[src/rtl/assert_macros.svh]
// Assertion macros for the RTL file that carries checks.
`ifndef ASSERT_MACROS_SVH
`define ASSERT_MACROS_SVH

// The consequent must hold in the same cycle as the antecedent.
`define ASSERT_SAME(lbl, clk, rstn, ante, cons) \
    lbl: assert property (@(posedge clk) disable iff (!(rstn)) (ante) |-> (cons)) \
        else $error("assertion failed");

// The consequent must hold in the cycle after the antecedent.
`define ASSERT_NEXT(lbl, clk, rstn, ante, cons) \
    lbl: assert property (@(posedge clk) disable iff (!(rstn)) (ante) |=> (cons)) \
        else $error("assertion failed");

`endif

[src/rtl/iirs_pkg.sv]
package iirs_pkg;

    localparam int MAX_WIDTH  = 1024;
    localparam int MAX_HEIGHT = 1024;

    localparam int POS_W  = 10;
    localparam int DIM_W  = 11;
    localparam int PIX_W  = 8;
    localparam int ROWS_W = 18;
    localparam int SUM_W  = 28;
    localparam int CFG_AW = 3;

    localparam int S_TDATA_W = 8;
    localparam int M_TDATA_W = 48;

    typedef enum logic [CFG_AW-1:0] {
        REG_FRAME_WIDTH = 3'd0,
        REG_ROI_X_MIN   = 3'd1,
        REG_ROI_X_MAX   = 3'd2,
        REG_ROI_Y_MIN   = 3'd3,
        REG_ROI_Y_MAX   = 3'd4
    } cfg_index_t;

    typedef struct packed {
        logic [DIM_W-1:0] frame_width;
        logic [POS_W-1:0] roi_x_min;
        logic [DIM_W-1:0] roi_x_max;
        logic [POS_W-1:0] roi_y_min;
        logic [DIM_W-1:0] roi_y_max;
    } cfg_t;

    typedef struct packed {
        logic              res;
        logic              above_en;
        logic              done;
        logic [POS_W-1:0]  rx;
        logic [POS_W-1:0]  ry;
        logic [ROWS_W-1:0] rs;
    } item_t;

    typedef struct packed {
        logic             we;
        logic [POS_W-1:0] addr;
        logic [SUM_W-1:0] data;
    } ram_wr_t;

    function automatic logic [DIM_W-1:0] eff_width(input logic [DIM_W-1:0] iw);
        logic [DIM_W-1:0] w;
        if (iw == '0) begin
            w = DIM_W'(1);
        end else if (iw > DIM_W'(MAX_WIDTH)) begin
            w = DIM_W'(MAX_WIDTH);
        end else begin
            w = iw;
        end
        return w;
    endfunction

    function automatic logic [DIM_W-1:0] last_col(input cfg_t cfg);
        logic [DIM_W-1:0] w;
        w = eff_width(cfg.frame_width);
        return (cfg.roi_x_max < w) ? cfg.roi_x_max : w;
    endfunction

    function automatic logic [DIM_W-1:0] last_row(input cfg_t cfg);
        return (cfg.roi_y_max < DIM_W'(MAX_HEIGHT)) ? cfg.roi_y_max : DIM_W'(MAX_HEIGHT);
    endfunction

endpackage

[src/rtl/iirs_back.sv]
module iirs_back (
    input  logic                           aclk,
    input  logic                           aresetn,
    input  logic                           accept,
    input  iirs_pkg::item_t                item,
    input  logic [iirs_pkg::SUM_W-1:0]     rdata,
    output logic                           ready,
    output iirs_pkg::ram_wr_t              ram_wr,
    output logic                           m_tvalid,
    input  logic                           m_tready,
    output logic [iirs_pkg::M_TDATA_W-1:0] m_tdata,
    output logic                           m_tlast
);
    import iirs_pkg::*;

    item_t            s1_reg;
    logic             s1_valid_reg, s1_valid_next;
    logic             fwd_reg;
    logic [SUM_W-1:0] fwd_val_reg;
    logic             out_valid_reg, out_valid_next;
    logic [SUM_W-1:0] out_sum_reg;
    logic [POS_W-1:0] out_col_reg, out_row_reg;
    logic             out_done_reg;

    logic             advance;
    logic [SUM_W-1:0] above, val;

    always_comb begin
        advance = s1_valid_reg && (!s1_reg.res || !out_valid_reg || m_tready);
        ready   = !s1_valid_reg || advance;

        if (!s1_reg.above_en) begin
            above = '0;
        end else if (fwd_reg) begin
            above = fwd_val_reg;
        end else begin
            above = rdata;
        end
        val = above + SUM_W'(s1_reg.rs);

        ram_wr.we   = advance && s1_reg.res;
        ram_wr.addr = s1_reg.rx;
        ram_wr.data = val;

        if (accept) begin
            s1_valid_next = 1'b1;
        end else if (advance) begin
            s1_valid_next = 1'b0;
        end else begin
            s1_valid_next = s1_valid_reg;
        end

        if (advance && s1_reg.res) begin
            out_valid_next = 1'b1;
        end else if (m_tready) begin
            out_valid_next = 1'b0;
        end else begin
            out_valid_next = out_valid_reg;
        end
    end

    always_ff @(posedge aclk) begin
        if (!aresetn) begin
            s1_valid_reg  <= 1'b0;
            out_valid_reg <= 1'b0;
        end else begin
            s1_valid_reg  <= s1_valid_next;
            out_valid_reg <= out_valid_next;
        end
    end

    always_ff @(posedge aclk) begin
        if (accept) begin
            s1_reg      <= item;
            fwd_reg     <= ram_wr.we && (s1_reg.rx == item.rx);
            fwd_val_reg <= val;
        end
        if (advance && s1_reg.res) begin
            out_sum_reg  <= val;
            out_col_reg  <= s1_reg.rx;
            out_row_reg  <= s1_reg.ry;
            out_done_reg <= s1_reg.done;
        end
    end

    assign m_tvalid = out_valid_reg;
    assign m_tdata  = {out_row_reg, out_col_reg, out_sum_reg};
    assign m_tlast  = out_done_reg;

endmodule

[config.mk]
export PLATFORM = sky130hd
export DESIGN_NAME = iirs_back
export DESIGN_NICKNAME = d
export VERILOG_FILES = /design/src/rtl/assert_macros.svh /design/src/rtl/iirs_pkg.sv /design/src/rtl/iirs_back.sv
export SDC_FILE = /design/constraint.sdc
export NUM_CORES = 1
export LEC_CHECK = 0
export BUFFER_PORTS_ARGS = -buffer_cell sky130_fd_sc_hd__buf_2
export CORE_MARGIN = 3
export CORE_UTILIZATION = 40
export CTS_BUF_LIST = sky130_fd_sc_hd__clkbuf_4 sky130_fd_sc_hd__clkbuf_8
export CTS_CLUSTER_SIZE = 30
export DETAILED_ROUTE_END_ITERATION = 8
export GPL_TIMING_DRIVEN = 0
export PLACE_DENSITY = 0.73
export SLEW_MARGIN = 20
export SYNTH_ARGS = -nofsm -noshare
export SYNTH_HDL_FRONTEND = slang
export SYNTH_SLANG_ARGS = --single-unit
[constraint.sdc]
create_clock -name aclk -period 6.1 [get_ports aclk]
set_input_delay 0.61 -clock aclk [delete_from_list [all_inputs] [get_ports aclk]]
set_output_delay 0.61 -clock aclk [all_outputs]
set_load 0.05 [all_outputs]
==> impl_metrics.ini <==
[yosys]
ys_dominant_reg_cell = edfxtp_1
synth_common_cells = edfxtp_1 (119), nor2_1 (28), xnor2_1 (23)
async_flop_share_pct = 0
yosys.area.top_type = edfxtp_1
synth.area.top_cells = edfxtp_1 (65%), ha_1 (4.1%), mux2i_1 (3.8%)
ys_types = 51
yosysMostFrequentCell = edfxtp_1
synth_seq_cells = 121
synth.net_count = 471
synth_cells = 379
synth_edf_count = 119
synth_top_area_share_pct = 64.7
synth_area_per_cell_um2 = 14.6
yosys_warnings = 0
netlist_area_um2 = 5520
yosysSeqAreaShare_pct = 65.5

[clocking]
h-tree-depth = 4
clk_transition_reported_paths_ps = 70
clk_path_buf_depth = 2
postCtsSetupBuffers = 0
insertion_delay_ps = 440
cts_root_buf = clkbuf_8
cts_resized = 0
cts_tree = built
cts.sinks = 121
postCtsHoldBufs = 0
numCtsBuffers = 17

[timing]
fin_tns_setup_ps = 0
max_freq_mhz = 189
worst_slew_pin_slew_ps = 759
rsz0062_at_grt = no
slew_violations = 0
slew_headroom_pct = 49.3
whs_ps = 340
post-route-period-util_pct = 86.7
finClkSkew_ps = 16.2
min_period_ps = 5290
setup_violations = 0
hold_viol_final = 0

[die]
num_rows = 42
core_um2 = 13300
die_w_um = 123
start_util_pct = 41.3
die_y_um = 123
dieArea_um2 = 15200
ios = 163

[flow_run]
maxCapViolCount = 0

[worst_setup_path]
start_kind = flip-flop
end_kind = output port
ff2ff_path_depth = 13
r2r-start = s1_reg[39]$_DFFE_PP_
cp_slowest_cell = clkbuf_1
crit_type = reg2out
path_cells = buf_2 > inv_1 > clkbuf_1 > clkbuf_1 > nor2_1 > ha_1 > fa_1 > a21o_1 > a221oi_2 > o21bai_1 > a221oi_2 > a21oi_1 > xor2_1 > buf_2
reg2reg_slack_ps = 1980
slowest_delay_ps = 490
worstPathArrival_ps = 4680
critPathMaxFanout = 10
critPathRequiredTime_ps = 5490
r2r_end = out_sum_reg[16]$_DFFE_PP_

[place]
hpwl_um = 9080
io_buffers = 162
place_inst = 719
place_congestion = 0.784

[worst_hold_path]
min_from = item[27]
min_path_cells = 1
worstHoldEndpoint = s1_reg[27]$_DFFE_PP_
hp-class = in2reg

[global_route]
antenna_found_initial = 0
grt_max_degree = 47
grt_pass1_vias = 3657
grt_usage_pct = 16.4
grt-ovfl-total = 0
grt_pass1_wl_um = 18500

[detailed_routing]
first_iter_violations = 192
first_pass_iters = 4
post-route-drc-count = 0
viasPerCell = 4.87
via_count = 3656
routedWlPerCell_um = 16.2
routed_wl_um = 12200
ant_nets = 0

[finish]
areaGrowthSynthToFinish_pct = 25.6
drive_above_1_share_pct = 40.0
antenna_cells = 0
fin_cells = 751
regArea_um2 = 3610
layout.nets = 654
fillers = 1170
multi_input_area_um2 = 1760
largest_register_ffs = 31
postLayoutCoreUtil_pct = 51.9

[status]
outcome = complete, no violations

[power_and_ir_drop]
p_leak_nw = 2.82
ir_worst_vdd_uv = 164
p_per_area_nw_per_um2 = 323
critical path, delay by kind of cell (launching register included):
| family | cells | cell delay, ps |
|---|---|---|
| buf+inv | 5 | 1630 |
| simple gates | 1 | 120 |
| fa+ha+maj | 2 | 690 |
| compound gates | 5 | 1190 |
| xor+xnor | 1 | 260 |
| flops | 1 | 350 |
layout by cell type, fill, tap and decap left out, drive strengths merged, types with 2 or more instances in the layout:
cell and count:
clkinv 9, nand3 10, buf 182, nand3b 2
mux2 3, nor3 6, a211oi 4, a41oi 2
a31oi 2, and2 7, nand4 4, o211ai 3
a21boi 2, ha 18, edfxtp 119, a21oi 18
o21a 2, a21o 9, nor2 28, clkbuf 21
inv 3, xnor2 23, nand2 17, clkinvlp 5
o21bai 2, and3 2, a221oi 3, nor2b 6
mux2i 21, a22oi 2, a22o 3, dfxtp 2
xor2 12, o21ai 13
routing by layer:
metal / share of wire [%] / up-vias / global-route usage, %
met5: 0 / - / 0
met4: 1.5 / 0 / 6.30
met3: 5.8 / 15 / 5.35
met2: 50 / 110 / 26.5
met1: 43 / 1733 / 20.5
li1: - / 1798 / -
layout make-up:
cell class	instances	area share, %
multi-input combinational	234	25.4
inverter	3	0.162
clock buffer	18	3.48
buffer	21	2.06
clock inverter	14	1.23
tap	176	3.18
timing repair buffer	164	12.4
sequential	121	52.1
worst max-delay path by stage:
stage	startpoint	slack [ps]	endpoint
2_1_floorplan	fwd_reg$_DFFE_PP_	1670	ram_wr[16]
3_3_place_gp	m_tready	880	ram_wr[38]
3_5_place_dp	s1_reg[39]$_DFFE_PP_	1220	ram_wr[16]
4_1_cts	s1_reg[39]$_DFFE_PP_	720	ram_wr[16]
5_1_grt	s1_reg[39]$_DFFE_PP_	410	ram_wr[16]
6_report	s1_reg[39]$_DFFE_PP_	810	ram_wr[16]
where the power goes:
group          leakage, nW  switching (mW)  internal (mW)
clock                0.161           0.311          0.277
sequential            1.16          0.0223           1.01
combinational         1.50           0.449          0.170
total                 2.82           0.783           1.46
per-stage QoR:
stage                     power (mW)  worst slack (ps)  instance area (um2)
after floorplan                 1.51              1670                 5520
after global placement          1.66               884                 6550
after detailed placement        1.68              1220                 6610
after CTS                       2.27               717                 6930
after global routing            2.36               411                 6930
final                           2.24               812                 6930
kinds of logic after synthesis:
logic type | after synthesis | share of synthesized area [%]
xor+xnor | 35 | 5.55
compound gates | 70 | 9.66
flops | 121 | 65.5
mux | 24 | 4.42
simple gates | 86 | 7.66
buf+inv | 24 | 2.79
fa+ha+maj | 19 | 4.44
No activity file was read; power rests on OpenSTA's default activity.
