<file path="config.mk">
export PLATFORM = sky130hd
export DESIGN_NAME = iirs_front
export DESIGN_NICKNAME = d
export VERILOG_FILES = /design/src/rtl/assert_macros.svh /design/src/rtl/iirs_pkg.sv /design/src/rtl/iirs_front.sv
export SDC_FILE = /design/constraint.sdc
export NUM_CORES = 1
export LEC_CHECK = 0
export BUFFER_PORTS_ARGS = -buffer_cell sky130_fd_sc_hd__buf_2
export CAP_MARGIN = 20
export CORE_AREA = 2 2 106 118
export CTS_CLUSTER_DIAMETER = 150
export DETAILED_ROUTE_END_ITERATION = 6
export DIE_AREA = 0 0 108 120
export GPL_ROUTABILITY_DRIVEN = 0
export HOLD_SLACK_MARGIN = 0.12
export PLACE_DENSITY_LB_ADDON = 0.1
export SETUP_SLACK_MARGIN = 0.3
export SLEW_MARGIN = 25
export SYNTH_ARGS = -nofsm -noshare
export SYNTH_HDL_FRONTEND = slang
export SYNTH_SLANG_ARGS = --single-unit
</file>
<file path="constraint.sdc">
create_clock -name aclk -period 6.9 [get_ports aclk]
set_input_delay 0.345 -clock aclk [delete_from_list [all_inputs] [get_ports aclk]]
set_output_delay 0.345 -clock aclk [all_outputs]
set_load 0.05 [all_outputs]
</file>
<file path="src/rtl/assert_macros.svh">
// Assertion macros for the RTL file that carries checks.
`ifndef ASSERT_MACROS_SVH
`define ASSERT_MACROS_SVH

// The consequent must hold in the same cycle as the antecedent.
`define ASSERT_SAME(lbl, clk, rstn, ante, cons) \
    lbl: assert property (@(posedge clk) disable iff (!(rstn)) (ante) |-> (cons)) \
        else $error("assertion failed");

// The consequent must hold in the cycle after the antecedent.
`define ASSERT_NEXT(lbl, clk, rstn, ante, cons) \
    lbl: assert property (@(posedge clk) disable iff (!(rstn)) (ante) |=> (cons)) \
        else $error("assertion failed");

`endif

</file>
<file path="src/rtl/iirs_pkg.sv">
package iirs_pkg;

    localparam int MAX_WIDTH  = 1024;
    localparam int MAX_HEIGHT = 1024;

    localparam int POS_W  = 10;
    localparam int DIM_W  = 11;
    localparam int PIX_W  = 8;
    localparam int ROWS_W = 18;
    localparam int SUM_W  = 28;
    localparam int CFG_AW = 3;

    localparam int S_TDATA_W = 8;
    localparam int M_TDATA_W = 48;

    typedef enum logic [CFG_AW-1:0] {
        REG_FRAME_WIDTH = 3'd0,
        REG_ROI_X_MIN   = 3'd1,
        REG_ROI_X_MAX   = 3'd2,
        REG_ROI_Y_MIN   = 3'd3,
        REG_ROI_Y_MAX   = 3'd4
    } cfg_index_t;

    typedef struct packed {
        logic [DIM_W-1:0] frame_width;
        logic [POS_W-1:0] roi_x_min;
        logic [DIM_W-1:0] roi_x_max;
        logic [POS_W-1:0] roi_y_min;
        logic [DIM_W-1:0] roi_y_max;
    } cfg_t;

    typedef struct packed {
        logic              res;
        logic              above_en;
        logic              done;
        logic [POS_W-1:0]  rx;
        logic [POS_W-1:0]  ry;
        logic [ROWS_W-1:0] rs;
    } item_t;

    typedef struct packed {
        logic             we;
        logic [POS_W-1:0] addr;
        logic [SUM_W-1:0] data;
    } ram_wr_t;

    function automatic logic [DIM_W-1:0] eff_width(input logic [DIM_W-1:0] iw);
        logic [DIM_W-1:0] w;
        if (iw == '0) begin
            w = DIM_W'(1);
        end else if (iw > DIM_W'(MAX_WIDTH)) begin
            w = DIM_W'(MAX_WIDTH);
        end else begin
            w = iw;
        end
        return w;
    endfunction

    function automatic logic [DIM_W-1:0] last_col(input cfg_t cfg);
        logic [DIM_W-1:0] w;
        w = eff_width(cfg.frame_width);
        return (cfg.roi_x_max < w) ? cfg.roi_x_max : w;
    endfunction

    function automatic logic [DIM_W-1:0] last_row(input cfg_t cfg);
        return (cfg.roi_y_max < DIM_W'(MAX_HEIGHT)) ? cfg.roi_y_max : DIM_W'(MAX_HEIGHT);
    endfunction

endpackage

</file>
<file path="src/rtl/iirs_front.sv">
module iirs_front (
    input  logic                       aclk,
    input  logic                       aresetn,
    input  iirs_pkg::cfg_t             cfg,
    input  logic                       accept,
    input  logic [iirs_pkg::PIX_W-1:0] pixel,
    input  logic                       frame_start,
    output iirs_pkg::item_t            item
);
    import iirs_pkg::*;

    logic [POS_W-1:0]  col_reg, col_next;
    logic [POS_W-1:0]  row_reg, row_next;
    logic [ROWS_W-1:0] rs_reg, rs_next;

    logic [POS_W-1:0]  col, row;
    logic [ROWS_W-1:0] rs_base, rs_sum;
    logic [DIM_W-1:0]  w, lc, lr;
    logic              in_x, in_y;

    always_comb begin
        col     = frame_start ? '0 : col_reg;
        row     = frame_start ? '0 : row_reg;
        rs_base = frame_start ? '0 : rs_reg;
        w       = eff_width(cfg.frame_width);
        lc      = last_col(cfg);
        lr      = last_row(cfg);

        in_x = ({1'b0, col} >= {1'b0, cfg.roi_x_min}) && ({1'b0, col} < cfg.roi_x_max);
        in_y = ({1'b0, row} >= {1'b0, cfg.roi_y_min}) && ({1'b0, row} < cfg.roi_y_max);

        item.res      = in_x && in_y;
        item.rx       = col - cfg.roi_x_min;
        item.ry       = row - cfg.roi_y_min;
        item.above_en = (item.ry != '0);
        rs_sum        = ((item.rx == '0) ? '0 : rs_base) + ROWS_W'(pixel);
        item.rs       = rs_sum;
        item.done     = ({1'b0, col} == lc - DIM_W'(1)) && ({1'b0, row} == lr - DIM_W'(1));

        col_next = col_reg;
        row_next = row_reg;
        rs_next  = rs_reg;
        if (accept) begin
            rs_next = item.res ? rs_sum : rs_base;
            if (({1'b0, col} + DIM_W'(1)) >= w) begin
                col_next = '0;
                if (({1'b0, row} + DIM_W'(1)) >= DIM_W'(MAX_HEIGHT)) begin
                    row_next = '0;
                end else begin
                    row_next = row + POS_W'(1);
                end
            end else begin
                col_next = col + POS_W'(1);
                row_next = row;
            end
        end
    end

    always_ff @(posedge aclk) begin
        if (!aresetn) begin
            col_reg <= '0;
            row_reg <= '0;
            rs_reg  <= '0;
        end else begin
            col_reg <= col_next;
            row_reg <= row_next;
            rs_reg  <= rs_next;
        end
    end

endmodule

</file>
==> reports/results.ini, run 1 <==
[sta]
slew_violations = 0
fin_tns_setup_ns = 0
slew_headroom_pct = 29.3
tightestPinTransition_ns = 1.05
rsz0062_at_grt = false
finalCritPeriodShare_pct = 89.5
setup_viol = 0
finalCriticalPeriod_ns = 6.17
hold_viol_final = 0
finClkSkew_ns = 0.00848
fmax_mhz = 162

[layout]
finalNetCount = 1045
nFillCells = 1190
design_area_um2 = 6600
largest_reg_flops = 18
antenna-diode-count = 0
syn2layout_area_growth_pct = 14.2
final_util_pct = 55.8
multi_input_area_um2 = 4590
stdcell_count = 1061
drive_gt1_share_pct = 16.2
regArea_um2 = 761

[grt]
grt_pass1_vias = 5968
grt_pass1_wl_um = 28000
grt_usage_pct = 26.1
antenna_found_initial = 0
gr-total-overflow = 0
grt_max_degree = 34

[detailed_routing]
avgRoutedWirePerCell_um = 16.1
avgViaCountPerCell = 5.94
drt_iter0_markers = 420
vias = 6302
routed_wirelength_um = 17000
drt_pass1_iterations = 5
drc_errors = 0
drtAntennaViolNets = 0

[pwr]
p_leak_uw = 0.00307
power_uw = 739
power_density_nw_per_um2 = 112
vdd.ir_drop.worst_mv = 0.107

[die]
start_util_pct = 48.9
die_h_um = 120
fp-row-count = 42
ios = 106
core_um2 = 11800
die_x_um = 108
dieArea_um2 = 13000

[clock_network]
tritoncts = done
hold_buffers = 0
numCtsBuffers = 5
root_buffer = clkbuf_16
cts.sinks = 38
cts_max_path_buffers = 2
htreeDepth = 2
clk_pin_slew_worst_paths_ns = 0.05
clock_latency_ns = 0.28

[yosys]
synth_seq_cells = 38
syn-cell-area_um2 = 5780
syn_inst = 814
avgSynthCellArea_um2 = 7.10
ys.flop_type = dfxtp_1
synthesis.nets = 953
synth_edf_count = 0
seq_area_frac_synth_pct = 13.2
ys_warn_count = 0
synth_cell_types = 73
synth-async-reset-ratio_pct = 0

[critical_path]
r2r_end = rs_reg[16]
endpoint = item[16]
worstSetupStartpoint = frame_start
crit_path_max_fanout = 19
cp-end-kind = primary output
critPathKind = input pin to primary output
cp-start-kind = input pin
arrival_ns = 5.83
timing.rr.start = col_reg[2]
rrSetupSlack_ns = 1.62
reg2regPathDepth = 19
cp_data_required_time_ns = 6.55

[placement]
dp_hpwl_um = 13600
dp.cells = 1053
port_buffers = 105
dpl_cell_area_um2 = 6430

[status]
status = complete, no violations

[hold_path]
hp-class = input pin to register
worstHoldPathCells = 2
min-delay-start = aresetn

[flow_run]
maxCapViolCount = 0

==> metrics by stage <==
stage                     hold WS (ns)  setup slack [ns]
after global routing             0.368             0.363
after floorplan                  0.443             0.335
after CTS                        0.357             0.697
after global placement           0.450              1.12
after detailed placement         0.457             0.711
final                            0.362             0.727
==> synthesized netlist by cell type, drive strengths merged, types with 16 or more instances <==
cell type	instances	area share, %
nor3	32	3.0
nand2	74	4.8
dfxtp	38	13
o21ai	42	3.6
inv	80	5.2
clkbuf	25	1.8
nand4	18	1.9
nor2	57	3.7
nand3	43	3.7
ha	71	15
nor2b	16	1.7
xnor2	34	5.2
xor2	17	2.6
a21oi	66	5.9
==> layer usage <==
layer	vias up	track usage, %	wire length [µm]
li1	3129	-	-
met1	2939	35.1	7600
met2	219	45.1	8190
met3	15	2.44	1040
met4	0	5.93	199
met5	-	0	0
==> final cells by class <==
type                       instances  share of cell area [%]
inverter                          80                    4.55
timing repair buffer             114                    8.98
tap                              154                    2.92
sequential                        38                    11.5
clock buffer                       8                    2.52
multi-input combinational        667                    69.5
==> power breakdown <==
group | switching [µW] | internal, µW
sequential | 0.953 | 220
combinational | 173 | 92.0
clock | 88.8 | 164
total | 263 | 476
==> worst min path at each step <==
| stage | to | slack [ns] |
|---|---|---|
| finish | row_reg[4] | 0.36 |
| global route | row_reg[4] | 0.37 |
| CTS | row_reg[4] | 0.36 |
| detailed placement | rs_reg[4] | 0.46 |
| global placement | rs_reg[7] | 0.45 |
| floorplan | rs_reg[0] | 0.44 |
==> worst max-delay path, stage by stage <==
cell,delay [ns]
buf_2,0.28
inv_1,0.14
nand2_1,0.15
inv_1,0.11
ha_1,0.35
nor2b_1,0.17
o21ai_0,0.37
a211oi_1,0.16
a211oi_1,0.33
o2111ai_1,0.23
o31a_2,0.48
and2_1,0.22
ha_1,0.32
a21o_1,0.12
a21oi_1,0.08
o21ai_0,0.27
nand2_1,0.18
a2111oi_0,0.71
and3_1,0.31
xnor2_1,0.10
nor3_2,0.11
buf_2,0.28
==> cell families after synthesis <==
group	after synthesis	share of synthesized area, %
and+or+nand+nor	315	27.9
AOI/OAI and AO/OA	208	23.6
muxes	19	3.44
buffers and inverters	109	7.79
adders and majority gates	74	16.4
DFF	38	13.2
xor gates and xnor gates	51	7.73
==> layout by cell type, fill, tap and decap left out, types with 34 or more instances in the layout <==
| master | n |
|---|---|
| xnor2_1 | 34 |
| inv_1 | 79 |
| ha_1 | 71 |
| o21ai_0 | 40 |
| nand3_1 | 43 |
| a21oi_1 | 65 |
| buf_2 | 105 |
| nand2_1 | 74 |
| nor2_1 | 57 |
| dfxtp_1 | 38 |
==> repair_timing <==
| item | in CTS | in global routing |
|---|---|---|
| gates resized for setup | 0 | 1 |
| buffers inserted | 0 | 0 |
| setup endpoints to repair | 0 | 1 |
Note: power is estimated with default switching activity, not from simulation.
==> run 2: changes to the inputs <==
==> constraint.sdc (replaced) <==
create_clock -name aclk -period 7.9 [get_ports aclk]
set_input_delay 0 -clock aclk [delete_from_list [all_inputs] [get_ports aclk]]
set_output_delay 0 -clock aclk [all_outputs]
set_load 0.05 [all_outputs]
==> reports/results.ini, run 2 (same netlist as run 1, synthesis figures left out) <==
[layout]
layout_commonest_cell = buf_2  ; unchanged
final_cell_mix = buf_2 (105), inv_1 (79), nand2_1 (74)  ; unchanged
finalNetCount = 1039  ; was 1045
stdcell_count = 1055  ; was 1061
antenna-diode-count = 0  ; unchanged
syn2layout_area_growth_pct = 13.8  ; was 14.2%
drive_gt1_share_pct = 15.1  ; was 16.2%
nFillCells = 1143  ; was 1190
largest_reg_flops = 18  ; unchanged

[critical_path]
cp_data_required_time_ns = 7.90  ; was 6.55 ns
cp-start-kind = input pin  ; unchanged
rrSetupSlack_ns = 2.30  ; was 1.62 ns
cp-end-kind = primary output  ; unchanged
critPathKind = input pin to primary output  ; unchanged
crit_path_max_fanout = 32  ; was 19
arrival_ns = 6.16  ; was 5.83 ns
reg2regPathDepth = 18  ; was 19

[placement]
dp_hpwl_um = 13500  ; was 13600 µm
port_buffers = 105  ; unchanged
dp.cells = 1046  ; was 1053

[die]
start_util_pct = 48.9  ; unchanged
fp-row-count = 42  ; unchanged
dieArea_um2 = 13000  ; unchanged
ios = 106  ; unchanged
die_h_um = 120  ; unchanged
die_x_um = 108  ; unchanged
core_um2 = 11800  ; unchanged

[detailed_routing]
drc_errors = 0  ; unchanged
routed_wirelength_um = 17000  ; about the same
drt_pass1_iterations = 5  ; unchanged
vias = 6213  ; was 6302
avgViaCountPerCell = 5.89  ; was 5.94
drt_iter0_markers = 492  ; was 420
drtAntennaViolNets = 0  ; unchanged
avgRoutedWirePerCell_um = 16.1  ; about the same

[grt]
grt_pass1_vias = 5750  ; was 5968
gr-total-overflow = 0  ; unchanged
grt_pass1_wl_um = 27500  ; was 28000 µm
antenna_found_initial = 0  ; unchanged
grt_max_degree = 34  ; unchanged
grt_usage_pct = 25.9  ; was 26.1%

[sta]
slew_violations = 0  ; unchanged
hold_viol_final = 0  ; unchanged
finalCritPeriodShare_pct = 78.0
fmax_mhz = 162
fin_tns_setup_ns = 0  ; unchanged
finalCriticalPeriod_ns = 6.16
slew_headroom_pct = 36.1  ; was 29.3%
tightestPinTransition_ns = 0.946  ; was 1.05 ns
finClkSkew_ns = 0.00613  ; was 0.00848 ns
rsz0062_at_grt = false  ; unchanged
setup_viol = 0  ; unchanged

[clock_network]
clk_pin_slew_worst_paths_ns = 0.06  ; was 0.05 ns
cts_max_path_buffers = 2  ; unchanged
tritoncts = done  ; unchanged
numCtsBuffers = 5  ; unchanged
cts.sinks = 38  ; unchanged
htreeDepth = 2  ; unchanged
clock_latency_ns = 0.29  ; was 0.28 ns
root_buffer = clkbuf_16  ; unchanged

[status]
status = complete, no violations  ; unchanged

[pwr]
p_leak_uw = 0.00304  ; was 0.00307 µW
power_density_nw_per_um2 = 106  ; was 112 nW/µm²
vdd.ir_drop.worst_mv = 0.162  ; was 0.107 mV

[hold_path]
worstHoldPathCells = 4  ; was 2
hp-class = input pin to register  ; unchanged

[flow_run]
maxCapViolCount = 0  ; unchanged

[run 2: timing repair]
| action | 4_1_cts | 5_1_grt |
|---|---|---|
| endpoints found under the hold margin | 5 | 0 |
| resized for setup | 0 | 0 |
| hold buffers | 1 | 0 |
| buffers inserted | 0 | 0 |
[run 2: power by group]
part | internal [µW] | switching, µW | total [µW]
clock network | 190 | 84.4 | 274
logic | 79.7 | 152 | 232
registers | 192 | 0.756 | 193
[run 2: critical path, stage by stage]
cell and delay (ns):
buf_2 0.44, inv_1 0.40, nand2_1 0.27, inv_1 0.11
ha_1 0.30, nor2b_1 0.14, o21ai_0 0.21, a21oi_1 0.16
o21a_1 0.24, o311ai_1 0.49, o31a_1 0.67, and2_1 0.23
ha_1 0.18, fa_1 0.21, a21o_1 0.12, a21oi_1 0.09
o21ai_0 0.25, nand2_1 0.17, a2111oi_0 0.66, and3_1 0.31
xnor2_1 0.08, nor3_1 0.12, buf_2 0.29
[run 2: area by class of cell]
class	count	area, µm²	area share, %
sequential	38	761	11.6
clock buffer	6	139	2.11
timing repair buffer	108	551	8.37
tap	154	193	2.93
multi-input combinational	667	4570	69.5
clock inverter	2	60.1	0.913
inverter	80	300	4.57
[run 2: path summary, 6_finish.rpt]
check,start,end
worst min-delay path,pixel[0],rs_reg[0]
worst min register to register,rs_reg[3],rs_reg[3]
worst max-delay path,frame_start,item[16]
worst max register to register,col_reg[6],rs_reg[16]
[run 2: metrics by stage]
step	setup slack, ns	util [%]	area, µm²	hold WS (ns)	total power (µW)
final	1.74	55.6	6580	0.137	699
after global routing	1.28	55.6	6580	0.164	733
after CTS	1.90	55.6	6580	0.131	703
after detailed placement	1.94	53.9	6370	0.307	425
after global placement	2.28	53.8	6360	0.299	421
after floorplan	1.30	-	5780	0.118	366
[run 2: layer usage]
layer	share of wire (%)	wire [µm]	track usage [%]	vias to the layer above
li1	-	-	-	3110
met1	45	7730	34.8	2869
met2	47	8060	44.3	216
met3	5.9	1000	2.44	18
met4	1.2	204	6.33	0
met5	0	0	0	-
==> run 3: changes to the inputs <==
- clock period: 7.9 -> 6.1 ns (I/O delays scaled with it)
==> reports/results.ini, run 3 (same netlist as run 1, synthesis figures left out) <==
[status]
status = complete, no violations  ; unchanged

[grt]
gr-total-overflow = 0  ; unchanged
grt_pass1_vias = 5970  ; was 5750
grt_max_degree = 34  ; unchanged
antenna_found_initial = 0  ; unchanged
grt_usage_pct = 26.3  ; was 25.9%
grt_pass1_wl_um = 27900  ; was 27500 µm

[die]
fp-row-count = 42  ; unchanged
core_um2 = 11800  ; unchanged
die_h_um = 120  ; unchanged
die_x_um = 108  ; unchanged
dieArea_um2 = 13000  ; unchanged
ios = 106  ; unchanged
start_util_pct = 48.9  ; unchanged

[clock_network]
cts.sinks = 38  ; unchanged
root_buffer = clkbuf_16  ; unchanged
numCtsBuffers = 5  ; unchanged
tritoncts = done  ; unchanged
htreeDepth = 2  ; unchanged
clk_pin_slew_worst_paths_ns = 0.05  ; was 0.06 ns
cts_max_path_buffers = 2  ; unchanged
clock_latency_ns = 0.28  ; was 0.29 ns

[layout]
finalNetCount = 1046  ; was 1039
syn2layout_area_growth_pct = 14.2  ; was 13.8%
regArea_um2 = 761  ; unchanged
drive_gt1_share_pct = 16.1  ; was 15.1%
largest_reg_flops = 18  ; unchanged
multi_input_area_um2 = 4610  ; was 4570 µm²
layout_commonest_cell = buf_2  ; unchanged
nFillCells = 1181  ; was 1143
final_cell_mix = buf_2 (105), inv_1 (79), nand2_1 (74)  ; unchanged
antenna-diode-count = 0  ; unchanged

[flow_run]
maxCapViolCount = 0  ; unchanged

[pwr]
p_leak_uw = 0.00306  ; was 0.00304 µW
clock_power_share_pct = 30.4  ; was 39.2%
seqPwrFrac_pct = 31.5  ; was 27.6%
comb_power_share_pct = 38.1  ; was 33.2%
intPower_uw = 503  ; was 462 µW
p_switching_uw = 291  ; was 237 µW
netSwitchingFraction_pct = 36.6  ; was 34.0%
vdd.ir_drop.worst_mv = 0.148  ; was 0.162 mV
power_density_nw_per_um2 = 120  ; was 106 nW/µm²

[sta]
tightestPinTransition_ns = 1.05  ; was 0.946 ns
slew_violations = 0  ; unchanged
finalCriticalPeriod_ns = 5.52
holdWs_ns = 0.131  ; was 0.137 ns
fin_tns_setup_ns = 0  ; unchanged
finClkSkew_ns = 0.00250  ; was 0.00613 ns
setup_viol = 0  ; unchanged
hold_viol_final = 0  ; unchanged
rsz0062_at_grt = true  ; was false
fmax_mhz = 181
finalCritPeriodShare_pct = 90.4
slew_headroom_pct = 29.0  ; was 36.1%

[critical_path]
timing.rr.start = col_reg[4]  ; was col_reg[6]
r2r_end = rs_reg[15]  ; was rs_reg[16]
critPathKind = register to primary output  ; was input pin to primary output
rrSetupSlack_ns = 0.93  ; was 2.30 ns
arrival_ns = 5.52  ; was 6.16 ns
reg2regPathDepth = 19  ; was 18
cp-end-kind = primary output  ; unchanged
cp-start-kind = register  ; was input pin
endpoint = item[16]  ; unchanged
cp_data_required_time_ns = 6.10  ; was 7.90 ns
worstSetupStartpoint = col_reg[4]  ; was frame_start
crit_path_max_fanout = 8  ; was 32

[detailed_routing]
avgViaCountPerCell = 5.92  ; was 5.89
drc_errors = 0  ; unchanged
vias = 6277  ; was 6213
avgRoutedWirePerCell_um = 16.2  ; was 16.1 µm
drtAntennaViolNets = 0  ; unchanged
routed_wirelength_um = 17200  ; was 17000 µm
drt_pass1_iterations = 5  ; unchanged
drt_iter0_markers = 386  ; was 492

[hold_path]
worstHoldPathCells = 4  ; unchanged
hp-class = input pin to register  ; unchanged

[placement]
dp_hpwl_um = 13800  ; was 13500 µm
port_buffers = 105  ; unchanged

-- run 3: changes by cell type in the layout (fill, tap and decap cells not counted), moves of 2 or more --
cell,before,now
a2111oi_0,5,3
buf_4,2,9
clkbuf_1,0,2
nor3_1,30,27
nor3_2,1,4
bufinv_16,2,0
-- run 3: final cells by class --
type,instances,share of cell area (%)
multi-input cells,667,69.9
flip-flops and latches,38,11.5
repair buffers,115,9.14
well taps,154,2.92
inverters,80,4.55
clock buffers,7,2.01
-- run 3: through the flow --
stage,power (µW),util (%),instance area (µm²),setup WS [ns],instances
finish,794,55.8,6600,0.584,1061
floorplan,474,-,5810,0.321,814
detailed placement,554,54.5,6440,0.934,1053
CTS,800,55.7,6590,0.618,1061
global placement,550,54.5,6440,1.05,1053
global route,839,55.8,6600,0.289,1061
-- run 3: worst min-delay path by stage --
stage / end / from
floorplan: row_reg[4] / aresetn
global placement: row_reg[4] / aresetn
detailed placement: row_reg[4] / aresetn
CTS: rs_reg[0] / pixel[0]
global route: rs_reg[0] / pixel[0]
finish: rs_reg[0] / pixel[0]
-- run 3: worst max-delay path, stage by stage, from the launching register on --
cell and delay, ns:
dfxtp_1 0.40, nor2b_1 0.45, ha_1 0.39, inv_1 0.14, or3_1 0.12, o211ai_1 0.09
a211oi_1 0.44, o2111ai_1 0.29, o31a_1 0.43, and2_1 0.21, ha_1 0.21, fa_1 0.41
a21o_1 0.19, a21oi_1 0.24, o21ai_0 0.16, nand2_1 0.19, a2111oi_2 0.11, and3_1 0.25
xnor2_1 0.14, nor3_2 0.10, buf_2 0.28
-- run 3: timing repair --
item | 4_1_cts | 5_1_grt
hold buffers | 1 | 0
hold endpoints to repair | 5 | 0
buffers inserted | 0 | 0
setup endpoints to repair | 0 | 4
resized for setup | 0 | 4
-- run 3: routing by layer --
| metal | part of all wire [%] | wire length (µm) | GRT usage, % |
|---|---|---|---|
| met5 | 0 | 0 | 0 |
| met3 | 5.4 | 934 | 1.96 |
| met2 | 49 | 8350 | 46.2 |
| met4 | 2.4 | 418 | 9.94 |
| met1 | 44 | 7500 | 33.2 |
-- run 3: power by group through the flow --
stage          combinational [µW]  sequential (µW)  clock [µW]
2_1_floorplan                 219              255           0
3_3_place_gp                  294              256           0
3_5_place_dp                  299              256           0
4_1_cts                       300              250         249
5_1_grt                       331              250         258
6_report                      303              250         241
